### config.mk
export PLATFORM = sky130hd
export DESIGN_NAME = power_rail_sequencer
export DESIGN_NICKNAME = d
export VERILOG_FILES = /design/src/rtl/core/prs_pkg.sv /design/src/rtl/core/power_rail_sequencer.sv
export SDC_FILE = /design/constraint.sdc
export NUM_CORES = 1
export LEC_CHECK = 0
export ABC_AREA = 0
export BUFFER_PORTS_ARGS = -buffer_cell sky130_fd_sc_hd__buf_2
export CAP_MARGIN = 20
export CORE_UTILIZATION = 55
export CTS_BUF_LIST = sky130_fd_sc_hd__clkbuf_4 sky130_fd_sc_hd__clkbuf_8 sky130_fd_sc_hd__clkbuf_16
export CTS_CLUSTER_SIZE = 20
export DETAILED_ROUTE_END_ITERATION = 10
export PLACE_DENSITY = 0.74
export RECOVER_POWER = 50
export SLEW_MARGIN = 20
export SYNTH_ARGS = -nofsm -noshare
export SYNTH_HDL_FRONTEND = slang
export SYNTH_SLANG_ARGS = --single-unit
### constraint.sdc
create_clock -name clk -period 4.6 [get_ports clk]
set_clock_uncertainty 0.2 [all_clocks]
set_input_delay 1.15 -clock clk [delete_from_list [all_inputs] [get_ports clk]]
set_output_delay 1.15 -clock clk [all_outputs]
set_load 0.005 [all_outputs]
### src/rtl/core/prs_pkg.sv
// ----------------------------------------------------------------------------
// prs_pkg: power rail sequencer shared types and constants
// Request and result layouts, opcode and phase codes, sequence timings.
// ----------------------------------------------------------------------------
package prs_pkg;

	localparam int unsigned TIMER_BITS_DEF = 16;
	localparam int unsigned CFG_WIDTH      = 16;
	localparam int unsigned RETRY_LIMIT    = 3;

	localparam int unsigned OFF_DONE_WAIT_MS = 200;
	localparam int unsigned WAIT_3V3_MS      = 1000;
	localparam int unsigned PRESS_MS         = 1500;
	localparam int unsigned RELEASE_MS       = 500;
	localparam int unsigned PMIC_WAIT_MS     = 2000;

	localparam logic [15:0] RAIL_CYCLE_RST = 16'd1000;
	localparam logic [15:0] WARM_PULSE_RST = 16'd10;

	localparam logic [0:0] CFG_RAIL_CYCLE = 1'd0;
	localparam logic [0:0] CFG_WARM_PULSE = 1'd1;

	localparam logic [3:0] OP_TICK       = 4'd0;
	localparam logic [3:0] OP_INIT_ON    = 4'd1;
	localparam logic [3:0] OP_INIT_OFF   = 4'd2;
	localparam logic [3:0] OP_RESUME     = 4'd3;
	localparam logic [3:0] OP_POWER_ON   = 4'd4;
	localparam logic [3:0] OP_WAKEUP     = 4'd5;
	localparam logic [3:0] OP_HARD_OFF   = 4'd6;
	localparam logic [3:0] OP_HARD_RESET = 4'd7;
	localparam logic [3:0] OP_PMIC_RESET = 4'd8;
	localparam logic [3:0] OP_WARM_RESET = 4'd9;

	localparam logic [3:0] PH_INIT_OFF   = 4'd0;
	localparam logic [3:0] PH_OFF_DONE   = 4'd1;
	localparam logic [3:0] PH_WAIT3V3    = 4'd2;
	localparam logic [3:0] PH_PRESS      = 4'd3;
	localparam logic [3:0] PH_RELEASE    = 4'd4;
	localparam logic [3:0] PH_ON_DONE    = 4'd5;
	localparam logic [3:0] PH_RAIL_CYCLE = 4'd6;
	localparam logic [3:0] PH_PMIC_WAIT  = 4'd7;
	localparam logic [3:0] PH_WARM       = 4'd8;

	typedef struct packed {
		logic [3:0] opcode;
		logic       monitor_ready;
		logic       rail_3v3_ok;
		logic       rail_5v_ok;
		logic       key_long_press;
		logic       boost_enabled;
	} cmd_t;

	typedef struct packed {
		logic [3:0] seq_state;
		logic       rail_5v_enable;
		logic       pwron_drive;
		logic       reset_drive;
		logic       busy_res;
		logic       standby_request;
		logic       saved_5v_present;
		logic       boost_off_request;
		logic       backup_service;
	} res_t;

endpackage

### src/rtl/core/power_rail_sequencer.sv
// ----------------------------------------------------------------------------
// power_rail_sequencer: processor power sequencer
// Data path: a request is held in the input register, and its result is registered in the output register.
// Throughput: one request per cycle; input stalls only while both registers are full and res_stall is high.
// Reset: phase init_off, flags, counters and lines clear, delays 1000/10 ms; only reset clears a halt.
// ----------------------------------------------------------------------------
module power_rail_sequencer #(
	parameter int unsigned TIMER_BITS = prs_pkg::TIMER_BITS_DEF
) (
	input  logic                           clk,
	input  logic                           arst_n,
	input  logic                           cmd_valid,
	output logic                           cmd_stall,
	input  prs_pkg::cmd_t                  cmd,
	output logic                           res_valid,
	input  logic                           res_stall,
	output prs_pkg::res_t                  res,
	input  logic                           cfg_we,
	input  logic [0:0]                     cfg_index,
	input  logic [prs_pkg::CFG_WIDTH-1:0]  cfg_data
);
	import prs_pkg::*;

	localparam int unsigned CW = (TIMER_BITS > CFG_WIDTH) ? TIMER_BITS : CFG_WIDTH;

	logic                  valid_s1;
	cmd_t                  cmd_s1;
	logic                  res_valid_q;
	res_t                  res_q;
	logic [CFG_WIDTH-1:0]  rail_cycle_q;
	logic [CFG_WIDTH-1:0]  warm_pulse_q;

	logic [3:0]            phase_q;
	logic [TIMER_BITS-1:0] time_q;
	logic [2:0]            retry_q;
	logic                  wake_q;
	logic                  ready_q;
	logic                  halted_q;
	logic                  ln5_q;
	logic                  lnp_q;
	logic                  lnr_q;

	logic                  adv;
	logic                  accept;

	logic [3:0]            ph_n;
	logic [TIMER_BITS-1:0] tm_n;
	logic [TIMER_BITS-1:0] tm_inc;
	logic [CW-1:0]         tm_ext;
	logic [2:0]            rc_n;
	logic [3:0]            rc_next;
	logic                  wk_n;
	logic                  rdy_n;
	logic                  hlt_n;
	logic                  ln5_n;
	logic                  lnp_n;
	logic                  lnr_n;
	logic                  stby;
	logic                  saved;
	logic                  boff;
	logic                  svc;
	logic                  pwr_busy;

	assign adv       = valid_s1 && (!res_valid_q || !res_stall);
	assign cmd_stall = valid_s1 && !adv;
	assign accept    = cmd_valid && !cmd_stall;
	assign res_valid = res_valid_q;
	assign res       = res_q;

	assign tm_inc   = (time_q == {TIMER_BITS{1'b1}}) ? time_q : time_q + 1'b1;
	assign tm_ext   = CW'(tm_inc);
	assign rc_next  = {1'b0, retry_q} + 4'd1;
	assign pwr_busy = (phase_q == PH_ON_DONE) || (phase_q == PH_WAIT3V3) ||
		(phase_q == PH_PRESS) || (phase_q == PH_RELEASE);

	always_comb begin
		ph_n  = phase_q;
		tm_n  = time_q;
		rc_n  = retry_q;
		wk_n  = wake_q;
		rdy_n = ready_q;
		hlt_n = halted_q;
		ln5_n = ln5_q;
		lnp_n = lnp_q;
		lnr_n = lnr_q;
		stby  = 1'b0;
		saved = 1'b0;
		boff  = 1'b0;
		svc   = 1'b0;
		if (!halted_q) begin
			unique case (cmd_s1.opcode)
				OP_TICK: begin
					tm_n = tm_inc;
					if (cmd_s1.monitor_ready && ready_q) begin
						if (cmd_s1.key_long_press) begin
							ln5_n = 1'b0;
							boff  = 1'b1;
							stby  = 1'b1;
							saved = cmd_s1.rail_5v_ok;
							hlt_n = 1'b1;
						end else if (!cmd_s1.rail_5v_ok) begin
							stby  = 1'b1;
							hlt_n = 1'b1;
						end else begin
							unique case (phase_q)
								PH_ON_DONE: svc = 1'b1;
								PH_OFF_DONE: begin
									boff = cmd_s1.boost_enabled;
									if (tm_ext > CW'(OFF_DONE_WAIT_MS)) begin
										stby  = 1'b1;
										saved = 1'b1;
										hlt_n = 1'b1;
									end
								end
								PH_WAIT3V3, PH_PRESS: begin
									if (cmd_s1.rail_3v3_ok) begin
										if (phase_q == PH_PRESS)
											lnp_n = 1'b0;
										tm_n = '0;
										if (wake_q) begin
											wk_n  = 1'b0;
											lnr_n = 1'b1;
											ph_n  = PH_WARM;
										end else begin
											ph_n = PH_ON_DONE;
										end
									end else if (phase_q == PH_WAIT3V3) begin
										if (tm_ext > CW'(WAIT_3V3_MS)) begin
											lnp_n = 1'b1;
											rc_n  = '0;
											ph_n  = PH_PRESS;
											tm_n  = '0;
										end
									end else if (tm_ext > CW'(PRESS_MS)) begin
										rc_n  = rc_next[3] ? 3'd7 : rc_next[2:0];
										lnp_n = 1'b0;
										tm_n  = '0;
										if (rc_next <= 4'(RETRY_LIMIT)) begin
											ph_n = PH_RELEASE;
										end else begin
											ln5_n = 1'b0;
											ph_n  = PH_RAIL_CYCLE;
										end
									end
								end
								PH_RELEASE: begin
									if (tm_ext > CW'(RELEASE_MS)) begin
										lnp_n = 1'b1;
										ph_n  = PH_PRESS;
										tm_n  = '0;
									end
								end
								PH_RAIL_CYCLE: begin
									if (tm_ext > CW'(rail_cycle_q)) begin
										ln5_n = 1'b1;
										ph_n  = PH_WAIT3V3;
										tm_n  = '0;
									end
								end
								PH_WARM: begin
									if (tm_ext > CW'(warm_pulse_q)) begin
										lnr_n = 1'b0;
										lnp_n = 1'b0;
										ln5_n = 1'b1;
										ph_n  = PH_WAIT3V3;
										tm_n  = '0;
									end
								end
								PH_PMIC_WAIT: begin
									if (!cmd_s1.rail_3v3_ok || tm_ext > CW'(PMIC_WAIT_MS)) begin
										lnr_n = 1'b0;
										lnp_n = 1'b0;
										ph_n  = PH_WAIT3V3;
										tm_n  = '0;
									end
								end
								default: ;
							endcase
						end
					end
				end
				OP_INIT_ON, OP_POWER_ON: begin
					if (!pwr_busy) begin
						lnr_n = 1'b0;
						ln5_n = 1'b1;
						ph_n  = PH_WAIT3V3;
						tm_n  = '0;
					end
					if (cmd_s1.opcode == OP_INIT_ON) begin
						lnp_n = 1'b0;
						lnr_n = 1'b0;
						rdy_n = 1'b1;
					end
				end
				OP_INIT_OFF: begin
					ln5_n = 1'b0;
					lnp_n = 1'b0;
					lnr_n = 1'b0;
					ph_n  = PH_INIT_OFF;
					tm_n  = '0;
					rdy_n = 1'b1;
				end
				OP_RESUME: begin
					ln5_n = 1'b1;
					lnp_n = 1'b0;
					lnr_n = 1'b0;
					rdy_n = 1'b1;
					wk_n  = 1'b1;
					ph_n  = PH_WAIT3V3;
					tm_n  = '0;
				end
				OP_WAKEUP: begin
					wk_n  = 1'b1;
					lnr_n = 1'b0;
					ln5_n = 1'b1;
					ph_n  = PH_WAIT3V3;
					tm_n  = '0;
				end
				OP_HARD_OFF, OP_HARD_RESET: begin
					ln5_n = 1'b0;
					lnp_n = 1'b0;
					lnr_n = 1'b0;
					ph_n  = (cmd_s1.opcode == OP_HARD_OFF) ? PH_OFF_DONE : PH_RAIL_CYCLE;
					tm_n  = '0;
				end
				OP_PMIC_RESET, OP_WARM_RESET: begin
					lnr_n = 1'b1;
					ph_n  = (cmd_s1.opcode == OP_PMIC_RESET) ? PH_PMIC_WAIT : PH_WARM;
					tm_n  = '0;
				end
				default: ;
			endcase
		end
	end

	always_ff @(posedge clk or negedge arst_n) begin
		if (!arst_n) begin
			valid_s1     <= 1'b0;
			res_valid_q  <= 1'b0;
			rail_cycle_q <= RAIL_CYCLE_RST;
			warm_pulse_q <= WARM_PULSE_RST;
			phase_q      <= PH_INIT_OFF;
			time_q       <= '0;
			retry_q      <= '0;
			wake_q       <= 1'b0;
			ready_q      <= 1'b0;
			halted_q     <= 1'b0;
			ln5_q        <= 1'b0;
			lnp_q        <= 1'b0;
			lnr_q        <= 1'b0;
		end else begin
			if (cfg_we) begin
				unique case (cfg_index)
					CFG_RAIL_CYCLE: rail_cycle_q <= cfg_data;
					CFG_WARM_PULSE: warm_pulse_q <= cfg_data;
					default: ;
				endcase
			end
			if (accept)
				valid_s1 <= 1'b1;
			else if (adv)
				valid_s1 <= 1'b0;
			if (adv)
				res_valid_q <= 1'b1;
			else if (!res_stall)
				res_valid_q <= 1'b0;
			if (adv) begin
				phase_q  <= ph_n;
				time_q   <= tm_n;
				retry_q  <= rc_n;
				wake_q   <= wk_n;
				ready_q  <= rdy_n;
				halted_q <= hlt_n;
				ln5_q    <= ln5_n;
				lnp_q    <= lnp_n;
				lnr_q    <= lnr_n;
			end
		end
	end

	always_ff @(posedge clk) begin
		if (accept)
			cmd_s1 <= cmd;
		if (adv) begin
			res_q.seq_state         <= ph_n;
			res_q.rail_5v_enable    <= ln5_n;
			res_q.pwron_drive       <= lnp_n;
			res_q.reset_drive       <= lnr_n;
			res_q.busy_res          <= (ph_n != PH_OFF_DONE) && (ph_n != PH_ON_DONE);
			res_q.standby_request   <= stby;
			res_q.saved_5v_present  <= stby && saved;
			res_q.boost_off_request <= boff;
			res_q.backup_service    <= svc;
		end
	end

	a_stby_halts: assert property (@(posedge clk) disable iff (!arst_n)
		(adv && stby) |=> halted_q)
		else $error("standby request without halt");

	a_halt_holds: assert property (@(posedge clk) disable iff (!arst_n)
		halted_q |=> (halted_q && $stable(phase_q) && $stable(ln5_q) &&
			$stable(lnp_q) && $stable(lnr_q)))
		else $error("sequence moved while halted");

	a_saved_only_stby: assert property (@(posedge clk) disable iff (!arst_n)
		(res_valid_q && res_q.saved_5v_present) |-> res_q.standby_request)
		else $error("saved 5V flag without standby request");

	a_stall_needs_item: assert property (@(posedge clk) disable iff (!arst_n)
		cmd_stall |-> (valid_s1 && res_valid_q && res_stall))
		else $error("request stalled with room downstream");

	a_no_pulse_halted: assert property (@(posedge clk) disable iff (!arst_n)
		(adv && halted_q) |-> !(stby || boff || svc))
		else $error("request pulse while halted");

endmodule

After elaboration in Yosys (flattened, before gate mapping)
Cells that the tools add are included.
{ "op_classes": {"add_sub_neg": 2, "n_lt_le_gt_ge": 8, "eq_ne": 29, "n_mux": 107, "n_bitwise": 7, "reduce_logical": 40} }
{ "op_table": {"columns": ["cell", "n"], "rows": [
  ["$mux W16", 13],
  ["$pmux W16 S5", 1],
  ["$mux W1", 61],
  ["$mux W4", 15],
  ["$pmux W16 S3", 1],
  ["$eq A4 B3 Y1 const B", 8],
  ["$gt A16 B11 Y1 const B", 2],
  ["$gt A16 B16 Y1", 2],
  ["$pmux W4 S6", 1],
  ["$pmux W4 S5", 1],
  ["$add A16 B1 Y16 const B", 1],
  ["$eq A16 B16 Y1 const B", 1],
  ["$eq A4 B2 Y1 const B", 4],
  ["$gt A16 B10 Y1 const B", 1],
  ["$gt A16 B8 Y1 const B", 1],
  ["$gt A16 B9 Y1 const B", 1],
  ["$mux W3", 5],
  ["$eq A4 B4 Y1 const B", 3],
  ["$ne A2 B2 Y1 const B", 6],
  ["$pmux W1 S4", 3],
  ["$reduce_or A2 Y1", 6],
  ["$reduce_and A10 Y1", 1],
  ["$reduce_or A5 Y1", 2],
  ["$pmux W1 S3", 3],
  ["other kinds (21)", 50]
]} }
{ "totals": {"reg_bits": 84, "inputBits": 31, "out_inout_bits": 14, "elab_cells": 221} }

Logic depth before layout (Yosys ltp)
Gate-level depths: netlist of run 1.
{ "logic_depth": {"word_depth": 14, "depth_mapped": 19, "mapped_depth_nobuf": 16} }

Least setup slack after synthesis of run 1
No wires, ideal clock.
{ "synth_timing": {"path_type": "register to register", "startpoint": "register time_q[1]", "endpoint": "register time_q[11]", "arrival_ps": 3861, "required_ps": 4332, "setup_slack_ps": 471, "path_stages_with_launch": 20, "period_less_slack_ps": 4129, "path_cell_list": "dfrtp_1 ha_1 buf_2 nand3_1 buf_2 nor4_1 nor3_1 nor2_1 inv_1 ha_1 and4_1 nand3b_1 nor3_1 or2_2 a211o_1 a211o_1 nand4_2 or2_1 buf_6 a32o_1"} }
{ "synth_between": {"elab_chain_cells": 11} }
{ "synth_rtl": {"columns": ["item", "line", "source"], "rows": [
  ["start: declaration", "power_rail_sequencer.sv:34", "logic [TIMER_BITS-1:0] time_q;"],
  ["start signal: assignment", "power_rail_sequencer.sv:269", "time_q <= tm_n;"],
  ["$add A16 B1 Y16 / $eq A16 B16 Y1 (equally long branches)", "power_rail_sequencer.sv:70", "assign tm_inc = (time_q == {TIMER_BITS{1'b1}}) ? time_q : time_q + 1'b1;"],
  ["$mux W16 *", "power_rail_sequencer.sv:70", null],
  ["$gt A16 B11 Y1 / $gt A16 B10 Y1 (equally long branches)", "power_rail_sequencer.sv:134, power_rail_sequencer.sv:128", null],
  ["$mux W16, on equally long branches", "power_rail_sequencer.sv:134, power_rail_sequencer.sv:128", null],
  ["$mux W16", "power_rail_sequencer.sv:127", "end else if (phase_q == PH_WAIT3V3) begin"],
  ["$mux W16", "power_rail_sequencer.sv:116", "if (cmd_s1.rail_3v3_ok) begin"],
  ["$pmux W16 S5", "power_rail_sequencer.sv:105", "unique case (phase_q)"],
  ["$mux W16", "power_rail_sequencer.sv:101", "end else if (!cmd_s1.rail_5v_ok) begin"],
  ["$mux W16", "power_rail_sequencer.sv:95", "if (cmd_s1.key_long_press) begin"],
  ["$mux W16 *", "power_rail_sequencer.sv:94", "if (cmd_s1.monitor_ready && ready_q) begin"],
  ["$pmux W16 S3 *", "power_rail_sequencer.sv:91", "unique case (cmd_s1.opcode)"]
]} }
Mark *: on every way between the ends. The rest lies on a longest branch, timed or not.
A chain may end at the register's enable or synchronous reset.

Final worst setup path of run 1
{ "layout_timing": {"startpoint": "register time_q[10]", "endpoint": "register time_q[5]"} }
The elaborated chain is that of the path after synthesis.

==> impl_metrics.env, run 1 <==
export IMPL_cts_sinks=84
export IMPL_ys_ff_latch=84
export IMPL_synth_most_common_cell="nand2_1"
export IMPL_leakagePower_nw=2.74
export IMPL_power_w=0.00175
export IMPL_design_area_mm2=0.00657
export IMPL_grt_use_met1=0.426
export IMPL_dpl_hpwl_um=12100
export IMPL_cts_buffers=9
export IMPL_grt_ovfl_total=0
export IMPL_syn_num_nets=715
export IMPL_synthCells=658
export IMPL_drt_pass1_iterations=8
export IMPL_layout_drive_gt1_share=0.208
export IMPL_io_pins=45
export IMPL_period_share=0.971
export IMPL_multi_input_area_mm2=0.00344
export IMPL_yosys_top_cells_area="dfrtp_1 (23%), edfxtp_1 (11%), ha_1 (5.5%)"
export IMPL_layout_setup_ws_ns=0.132
export IMPL_yosysWarnings=0
export IMPL_cap_violations=0
export IMPL_num_rows=37
export IMPL_fmax_mhz=224
export IMPL_syn2layout_area_growth_pct=10.1
export IMPL_tritoncts="built"
export IMPL_final_cell_count_no_fill=833
export IMPL_syn_area_mm2=0.00596
export IMPL_combPwrFrac=0.115
export IMPL_setup_violations_final=0
export IMPL_ff_latch_area_mm2=0.00222
export IMPL_core_area_mm2=0.0104
export IMPL_dp_cells=817
export IMPL_cp_arrival_ns=4.48
export IMPL_cts_resized=0
export IMPL_n_antenna_cell=0
export IMPL_track_usage=0.293
export IMPL_grt_first_pass_wirelength_um=25800
export IMPL_synth_top_area_frac=0.231
export IMPL_postCtsHoldBufs=0
export IMPL_synth_top_cell_by_area="dfrtp_1"
export IMPL_synth_edff_count=21
export IMPL_p_clk_frac=0.390
export IMPL_antenna_left=0
export IMPL_routed_wl_um=15800
export IMPL_first_global_vias=5058
export IMPL_nets=749
export IMPL_seqPwrFrac=0.495
export IMPL_vias_per_cell=6.55
export IMPL_grtUsageMet2=0.435
export IMPL_antenna_found_initial=0
export IMPL_numPortBuffers=44
export IMPL_hold_path_class="register to register"
export IMPL_power_density_mw_per_mm2=266
export IMPL_drtIter0Drc=458
export IMPL_wire_per_inst_um=19.0
export IMPL_clockBufferDepth=2
export IMPL_drc=0
export IMPL_synth_ff_type="dfrtp_1"
export IMPL_grt_max_degree=30
export IMPL_num_vias=5452
export IMPL_p_int_w=0.00132
export IMPL_hold_viol_final=0
export IMPL_start_kind="register"
export IMPL_die_area_mm2=0.0113
export IMPL_p_switching_w=0.000432
export IMPL_grtUsageMet3=0.0570
export IMPL_required_ns=4.62
export IMPL_async_reset_ff_frac=0.750
export IMPL_fill_cells=873
export IMPL_dieHeight_um=106
export IMPL_gp_congestion=1.02
export IMPL_cp_end_kind="register"
export IMPL_cts_root_buffer="clkbuf_8"
export IMPL_place_ws_ns=0.0598
export IMPL_die_width_um=106
export IMPL_post_route_min_period_ns=4.47
export IMPL_avgSynthCellArea_um2=9.06
export IMPL_cts_setup_buffers=0
export IMPL_swShare=0.247
export IMPL_yosysUniqueCellTypes=87
export IMPL_status="complete, no violations"
export IMPL_peakVddDrop_uv=253
export IMPL_insertion_delay_ns=0.36
export IMPL_synth_seq_area_share=0.372
export IMPL_busiest_layer="met2"
export IMPL_synthTopCellsByCount="nand2_1 (64), dfrtp_1 (55), o21ai_0 (45)"
export IMPL_cp_max_fo=10
export IMPL_place_area_mm2=0.00629
export IMPL_clkTransAtPathRegs_ns=0.09
export IMPL_path_class="register to register"
export IMPL_drv_slew=0
export IMPL_rsz0062_at_grt="false"
export IMPL_rrSetupSlack_ns=0.13
export IMPL_start_util=0.572
export IMPL_htree_levels=3
export IMPL_slew_headroom=0.0258
export IMPL_tns_ns=0
export IMPL_tightestPinTransition_ns=1.46
[registers in the layout, indices dropped and copies added (netlist names), 3 cells and up]
register	count
cmd_s1	9
phase_q	4
rail_cycle_q	16
res	12
retry_q	3
time_q	16
warm_pulse_q	16
[worst max-delay path, cell delays in order (launching register included)]
cell      delay [ns]
dfrtp_1         0.58
nand3_1         0.23
nor4_1          0.38
xnor2_1         0.28
nand2_1         0.28
ha_1            0.38
nand4_1         0.16
or3b_2          0.49
o221ai_1        0.24
a211oi_1        0.09
o22ai_2         0.18
nand4_2         0.19
o211ai_1        0.48
o22ai_1         0.16
[cells in the final DEF, fill, tap and decap left out, drive strengths merged, types with 21 or more instances in the layout]
master,count
a21oi,31
buf,55
dfrtp,55
edfxtp,21
ha,26
inv,39
mux2,27
nand2,65
nand3,22
nor2,44
nor3,23
o21ai,48
[cell families after synthesis]
kind of cell / synth area share
and+or+nand+nor: 0.222
DFF: 0.372
muxes: 0.0510
adders and majority gates: 0.0546
AOI/OAI and AO/OA: 0.225
buffers and inverters: 0.0564
xor gates and xnor gates: 0.0189
[per-layer routing]
metal / vias to the layer above / share of wire
li1: 2542 / -
met2: 282 / 0.44
met1: 2598 / 0.45
met4: 0 / 0.019
met3: 30 / 0.091
met5: - / 0
[power by group through the flow]
stage	combinational [W]	sequential, W	clock, W
after floorplan	0.000134	0.000862	0
after global placement	0.000194	0.000875	0
after detailed placement	0.000200	0.000878	0
after CTS	0.000203	0.000863	0.000690
after global routing	0.000226	0.000872	0.000717
final	0.000201	0.000865	0.000682
[worst paths after layout]
check / endpoint / start / cells after the start
min in group asynchronous: time_q[0]$_DFFE_PN0P_ / arst_n / 1
worst max-delay path: time_q[5]$_DFFE_PN0P_ / time_q[10]$_DFFE_PN0P_ / 13
worst max register to register: time_q[5]$_DFFE_PN0P_ / time_q[10]$_DFFE_PN0P_ / 13
worst min-delay path: warm_pulse_q[7]$_DFFE_PN0P_ / warm_pulse_q[7]$_DFFE_PN0P_ / 1
max in group asynchronous: warm_pulse_q[9]$_DFFE_PN0P_ / arst_n / 2
worst min register to register: warm_pulse_q[7]$_DFFE_PN0P_ / warm_pulse_q[7]$_DFFE_PN0P_ / 1
[through the flow]
| step | hold WS, ns | utilization |
|---|---|---|
| after floorplan | 0.257 | - |
| after global placement | 0.271 | 0.604 |
| after detailed placement | 0.294 | 0.604 |
| after CTS | 0.313 | 0.629 |
| after global routing | 0.331 | 0.630 |
| final | 0.311 | 0.630 |
[layout make-up]
class,count,area share
multi-input cells,498,0.524
flip-flops and latches,84,0.338
well taps,136,0.0259
clock inverters,5,0.0162
clock buffers,11,0.0238
repair buffers,61,0.0503
inverters,38,0.0217
Note: power is estimated with default switching activity, not from simulation.
==> inputs of run 2 (changes only) <==
REMOVE_ABC_BUFFERS = 1   (was default)
==> impl_metrics.env, run 2 (same netlist as run 1, synthesis figures left out) <==
export IMPL_die_area_mm2=0.0113
export IMPL_numPortBuffers=44
export IMPL_most_common_layout_cells="nand2_1 (64), dfrtp_1 (54), o21ai_0 (45)"
export IMPL_gp_congestion=0.937
export IMPL_drv_slew=44
export IMPL_antenna_found_initial=0
export IMPL_cp_max_fo=10
export IMPL_dieHeight_um=106
export IMPL_cp_end_kind="register"
export IMPL_slew_headroom=-0.510
export IMPL_grt_ovfl_total=0
export IMPL_grt_first_pass_wirelength_um=27200
export IMPL_final_common_cell="nand2_1"
export IMPL_hold_viol_final=0
export IMPL_tritoncts="built"
export IMPL_track_usage=0.316
export IMPL_n_antenna_cell=0
export IMPL_place_ws_ns=0.155
export IMPL_final_util=0.634
export IMPL_clockBufferDepth=2
export IMPL_insertion_delay_ns=0.38
export IMPL_period_share=0.942
export IMPL_clkTransAtPathRegs_ns=0.09
export IMPL_antenna_left=0
export IMPL_start_kind="register"
export IMPL_drt_pass1_iterations=6
export IMPL_routed_wl_um=16900
export IMPL_dpl_hpwl_um=13000
export IMPL_hold_start="valid_s1$_DFFE_PN0P_"
export IMPL_start_util=0.572
export IMPL_failed_checks="max-capacitance violations, max-slew violations"
export IMPL_layout_setup_ws_ns=0.268
export IMPL_power_density_mw_per_mm2=245
export IMPL_required_ns=4.60
export IMPL_layout_drive_gt1_share=0.221
export IMPL_core_area_mm2=0.0104
export IMPL_drtIter0Drc=637
export IMPL_status="finished with violations"
export IMPL_num_rows=37
export IMPL_fmax_mhz=231
export IMPL_nets=763
export IMPL_drc=0
export IMPL_tns_ns=0
export IMPL_cp_arrival_ns=4.33
export IMPL_cts_sinks=84
export IMPL_num_vias=5550
export IMPL_die_width_um=106
export IMPL_tightestPinTransition_ns=2.26
export IMPL_fill_cells=909
export IMPL_r2r_start="time_q[11]$_DFFE_PN0P_"
export IMPL_first_global_vias=5254
export IMPL_reg_top3="rail_cycle_q (16), time_q (16), warm_pulse_q (16)"
export IMPL_peakVddDrop_uv=179
export IMPL_vias_per_cell=6.55
export IMPL_cts_buffers=9
export IMPL_path_class="register to register"
export IMPL_grt_max_degree=44
export IMPL_post_route_min_period_ns=4.33
export IMPL_leakagePower_nw=2.79
export IMPL_cp_startpoint="time_q[11]$_DFFE_PN0P_"
export IMPL_rsz0062_at_grt="false"
export IMPL_cap_violations=1
export IMPL_io_pins=45
export IMPL_syn2layout_area_growth_pct=10.8
export IMPL_cts_root_buffer="clkbuf_8"
export IMPL_postCtsHoldBufs=0
export IMPL_setup_violations_final=0
export IMPL_hold_path_class="register to register"
export IMPL_htree_levels=3
export IMPL_wire_per_inst_um=20.0
==> run 2: path summary, 6_finish.rpt <==
kind / end / slack [ns] / depth (start not counted)
hold / removal: res_valid$_DFFE_PN0P_ / 0.30 / 1
setup reg to reg: res[6]$_DFFE_PP_ / 0.27 / 16
setup / recovery: res[6]$_DFFE_PP_ / 0.27 / 16
hold reg to reg: res_valid$_DFFE_PN0P_ / 0.30 / 1
min in group asynchronous: warm_pulse_q[14]$_DFFE_PN0P_ / 1.23 / 1
max in group asynchronous: time_q[4]$_DFFE_PN0P_ / 1.39 / 2
==> run 2: final cells by class <==
cell class / count / area [um^2] / area share
Tap cell: 136 / 170 / 0.0258
Inverter: 38 / 143 / 0.0216
Clock buffer: 12 / 146 / 0.0222
Clock inverter: 4 / 50.0 / 0.00758
Multi-Input combinational cell: 498 / 3440 / 0.520
Timing Repair Buffer: 75 / 442 / 0.0669
Sequential cell: 84 / 2220 / 0.336
==> run 2: metal layers <==
metal  vias up  track usage  share of wire
met4         0        0.127          0.026
met3        37       0.0515          0.075
li1       2575            -              -
met5         -            0              0
met2       252        0.465           0.44
met1      2686        0.461           0.46
==> run 2: per-stage QoR <==
stage / hold slack, ns / instances / power (W) / area, um^2
5_1_grt: 0.336 / 847 / 0.00168 / 6610
6_report: 0.301 / 847 / 0.00162 / 6610
3_3_place_gp: 0.273 / 831 / 0.00107 / 6390
4_1_cts: 0.306 / 847 / 0.00162 / 6590
2_1_floorplan: 0.257 / 620 / 0.000993 / 5770
3_5_place_dp: 0.291 / 831 / 0.00108 / 6390
==> run 2: timing repair <==
action | 4_1_cts | 5_1_grt
resized for setup | 0 | 7
setup buffers | 0 | 0
endpoints found under the setup margin | 0 | 23
==> run 2: power by group <==
group / switching, W / internal (W)
logic: 0.000116 / 0.0000899
clock network: 0.000275 / 0.000270
registers: 0.0000409 / 0.000825
==> run 2: worst max-delay path, stage by stage, from the launching register on <==
cell and delay (ns):
dfrtp_1 0.58, nand4_4 0.28, nor4_2 0.40, nor3_1 0.15
nor2_1 0.14, inv_1 0.10, ha_1 0.31, and4_1 0.23
nand3b_1 0.12, nor3_1 0.07, or2_2 0.32, a211o_1 0.29
a211o_1 0.32, buf_4 0.16, o2111ai_1 0.08, o211ai_1 0.15
o21ai_0 0.24
==> inputs of run 3 (changes only) <==
ABC_AREA = 1   (was 0)
==> impl_metrics.env, run 3 <==
export IMPL_status="finished with violations"
export IMPL_failed_checks="max-capacitance violations, max-slew violations"
export IMPL_power_w=0.00172
export IMPL_synth_adder_area_share=0.0568
export IMPL_clockBufferDepth=2
export IMPL_first_global_vias=4895
export IMPL_ff2ff_path_depth=23
export IMPL_power_density_mw_per_mm2=273
export IMPL_synth_compound_area_share=0.124
export IMPL_async_reset_ff_frac=0.750
export IMPL_peakVddDrop_uv=209
export IMPL_synth_xor_area_share=0.0120
export IMPL_cts_root_buffer="clkbuf_8"
export IMPL_drt_pass1_iterations=6
export IMPL_synth_edff_count=21
export IMPL_required_ns=4.66
export IMPL_cts_setup_buffers=0
export IMPL_wl_met3_um=945
export IMPL_fmax_mhz=256
export IMPL_grt_first_pass_wirelength_um=23700
export IMPL_synth_top_family_by_area="simple AND/OR/NAND/NOR gates"
export IMPL_drv_slew=31
export IMPL_n_antenna_cell=0
export IMPL_yosys_top_cells_area="dfrtp_1 (24%), nand2_1 (15%), edfxtp_1 (11%)"
export IMPL_synth_ff_type="dfrtp_1"
export IMPL_synth_top_cell_by_area="dfrtp_1"
export IMPL_antenna_left=0
export IMPL_period_share=0.850
export IMPL_leakagePower_nw=3.22
export IMPL_cap_violations=1
export IMPL_post_route_min_period_ns=3.91
export IMPL_cpMostUsedCell="nand2_1"
export IMPL_cp_max_fo=8
export IMPL_htree_levels=3
export IMPL_ys_ff_latch=84
export IMPL_vias_per_cell=5.38
export IMPL_dpl_hpwl_um=11100
export IMPL_nets=904
export IMPL_insertion_delay_ns=0.38
export IMPL_die_width_um=104
export IMPL_drc=0
export IMPL_drt_met1_wl_um=7000
export IMPL_synthCells=799
export IMPL_synth_most_common_cell="nand2_1"
export IMPL_antenna_found_initial=0
export IMPL_yosysWarnings=0
export IMPL_grt_ovfl_total=0
export IMPL_track_usage=0.278
export IMPL_setup_violations_final=0
export IMPL_final_common_cell="nand2_1"
export IMPL_rsz0062_at_grt="false"
export IMPL_min_path_cells=1
export IMPL_die_area_mm2=0.0108
export IMPL_tritoncts="built"
export IMPL_syn_area_mm2=0.00573
export IMPL_routed_top_layer="met4"
export IMPL_grt_max_degree=35
export IMPL_synth_top_area_frac=0.240
export IMPL_yosysUniqueCellTypes=46
export IMPL_cts_buffers=9
export IMPL_crit_path_cell_trace="ha_1 > inv_1 > nor2_2 > nand2_4 > nor2_8 > nor2_1 > clkinv_1 > ha_1 > nand3_1 > nor2_1 > nand2_1 > nand2_1 > nand2_1 > nand2_1 > nand2_1 > nand2_1 > nand2_1 > nand2_1 > nand2_2 > nor2_4 > nand3_1 > o211ai_1 > nand2_1"
export IMPL_io_pins=45
export IMPL_routed_wl_um=14200
export IMPL_syn2layout_area_growth_pct=9.89
export IMPL_numPortBuffers=44
export IMPL_cp_slowest_cell="nor2_1"
export IMPL_wire_per_inst_um=14.4
export IMPL_synth_mux_area_frac=0
export IMPL_tightestPinTransition_ns=1.65
export IMPL_drtIter0Drc=453
export IMPL_synthTopCellsByCount="nand2_1 (227), inv_1 (142), nor2_1 (69)"
export IMPL_path_class="register to register"
export IMPL_cts_resized=0
export IMPL_avgSynthCellArea_um2=7.17
export IMPL_cp_arrival_ns=3.97
export IMPL_layout_drive_gt1_share=0.138
export IMPL_core_area_mm2=0.00995
export IMPL_slowest_delay_ns=0.50
export IMPL_slew_headroom=-0.0972
export IMPL_hold_viol_final=0
export IMPL_hold_path_class="register to register"
export IMPL_start_util=0.576
export IMPL_yosys_area_share_simple=0.315
export IMPL_cts_sinks=84
export IMPL_postCtsHoldBufs=0
export IMPL_cp_end_kind="register"
export IMPL_gp_congestion=0.946
export IMPL_num_rows=36
export IMPL_synth_seq_area_share=0.387
export IMPL_dieHeight_um=104
export IMPL_tns_ns=0
export IMPL_num_vias=5297
export IMPL_wl_met2_um=5920
export IMPL_reg_top3="rail_cycle_q (16), time_q (16), warm_pulse_q (16)"
export IMPL_clkTransAtPathRegs_ns=0.09
export IMPL_most_common_layout_cells="nand2_1 (227), inv_1 (142), nor2_1 (69)"
export IMPL_start_kind="register"
[run 3: changes by cell type after synthesis, moves of 12 or more]
cell	previous run	this run
mux2_2	27	0
nor2b_1	14	0
inv_1	38	142
nand3_1	21	48
clkbuf_1	20	7
nand2_1	64	227
nor2_1	44	69
a32o_1	12	0
o21ai_2	0	13
[run 3: cell families after synthesis]
family / count (synthesis)
and+or+nand+nor: 408
buffers and inverters: 157
AOI/OAI and AO/OA: 117
DFF: 84
adders and majority gates: 26
xor gates and xnor gates: 7
[run 3: path summary, 6_finish.rpt]
check	slack, ns	startpoint	endpoint
max	0.69	time_q[0]$_DFFE_PN0P_	time_q[14]$_DFFE_PN0P_
max reg2reg	0.69	time_q[0]$_DFFE_PN0P_	time_q[14]$_DFFE_PN0P_
max in group asynchronous	1.61	arst_n	ln5_q$_DFFE_PN0P_
min reg2reg	0.28	ready_q$_DFFE_PN0P_	ready_q$_DFFE_PN0P_
min in group asynchronous	0.97	arst_n	time_q[4]$_DFFE_PN0P_
min	0.28	ready_q$_DFFE_PN0P_	ready_q$_DFFE_PN0P_
[run 3: per-stage QoR]
stage	cell area, um^2	worst slack, ns	hold slack, ns	std cells	util
floorplan	5690	1.07	0.234	790	-
global placement	6090	0.836	0.248	969	0.612
detailed placement	6090	0.755	0.258	969	0.612
CTS	6300	0.734	0.279	985	0.633
global route	6300	0.383	0.302	985	0.632
finish	6300	0.689	0.276	985	0.632
[run 3: critical path, delay by kind of cell, from the launching register on]
family / cells / cell delay, ns
AND/OR/NAND/NOR: 18 / 1.94
flip-flops: 1 / 0.47
AO/OA/AOI/OAI: 1 / 0.19
buffers and inverters: 2 / 0.34
adder cells (fa/ha/maj): 2 / 0.66
[run 3: final cells by class]
cell class / instances / area, um^2
clock buffer: 9 / 124
clock inverter: 7 / 90.1
fill: 912 / 3660
inverter: 148 / 561
multi-input combinational: 558 / 2910
sequential: 84 / 2220
tap: 133 / 166
timing repair buffer: 46 / 228
[run 3: layer usage]
metal,vias to the layer above,GRT usage
li1,2650,-
met3,30,0.0357
met2,219,0.410
met4,0,0.104
met5,-,0
met1,2398,0.415
[run 3: where the power goes]
part	internal, W	switching (W)	total, W
Combinational	0.0000854	0.000173	0.000258
Clock	0.000304	0.000287	0.000591
Sequential	0.000831	0.0000357	0.000867
Total	0.00122	0.000496	0.00172
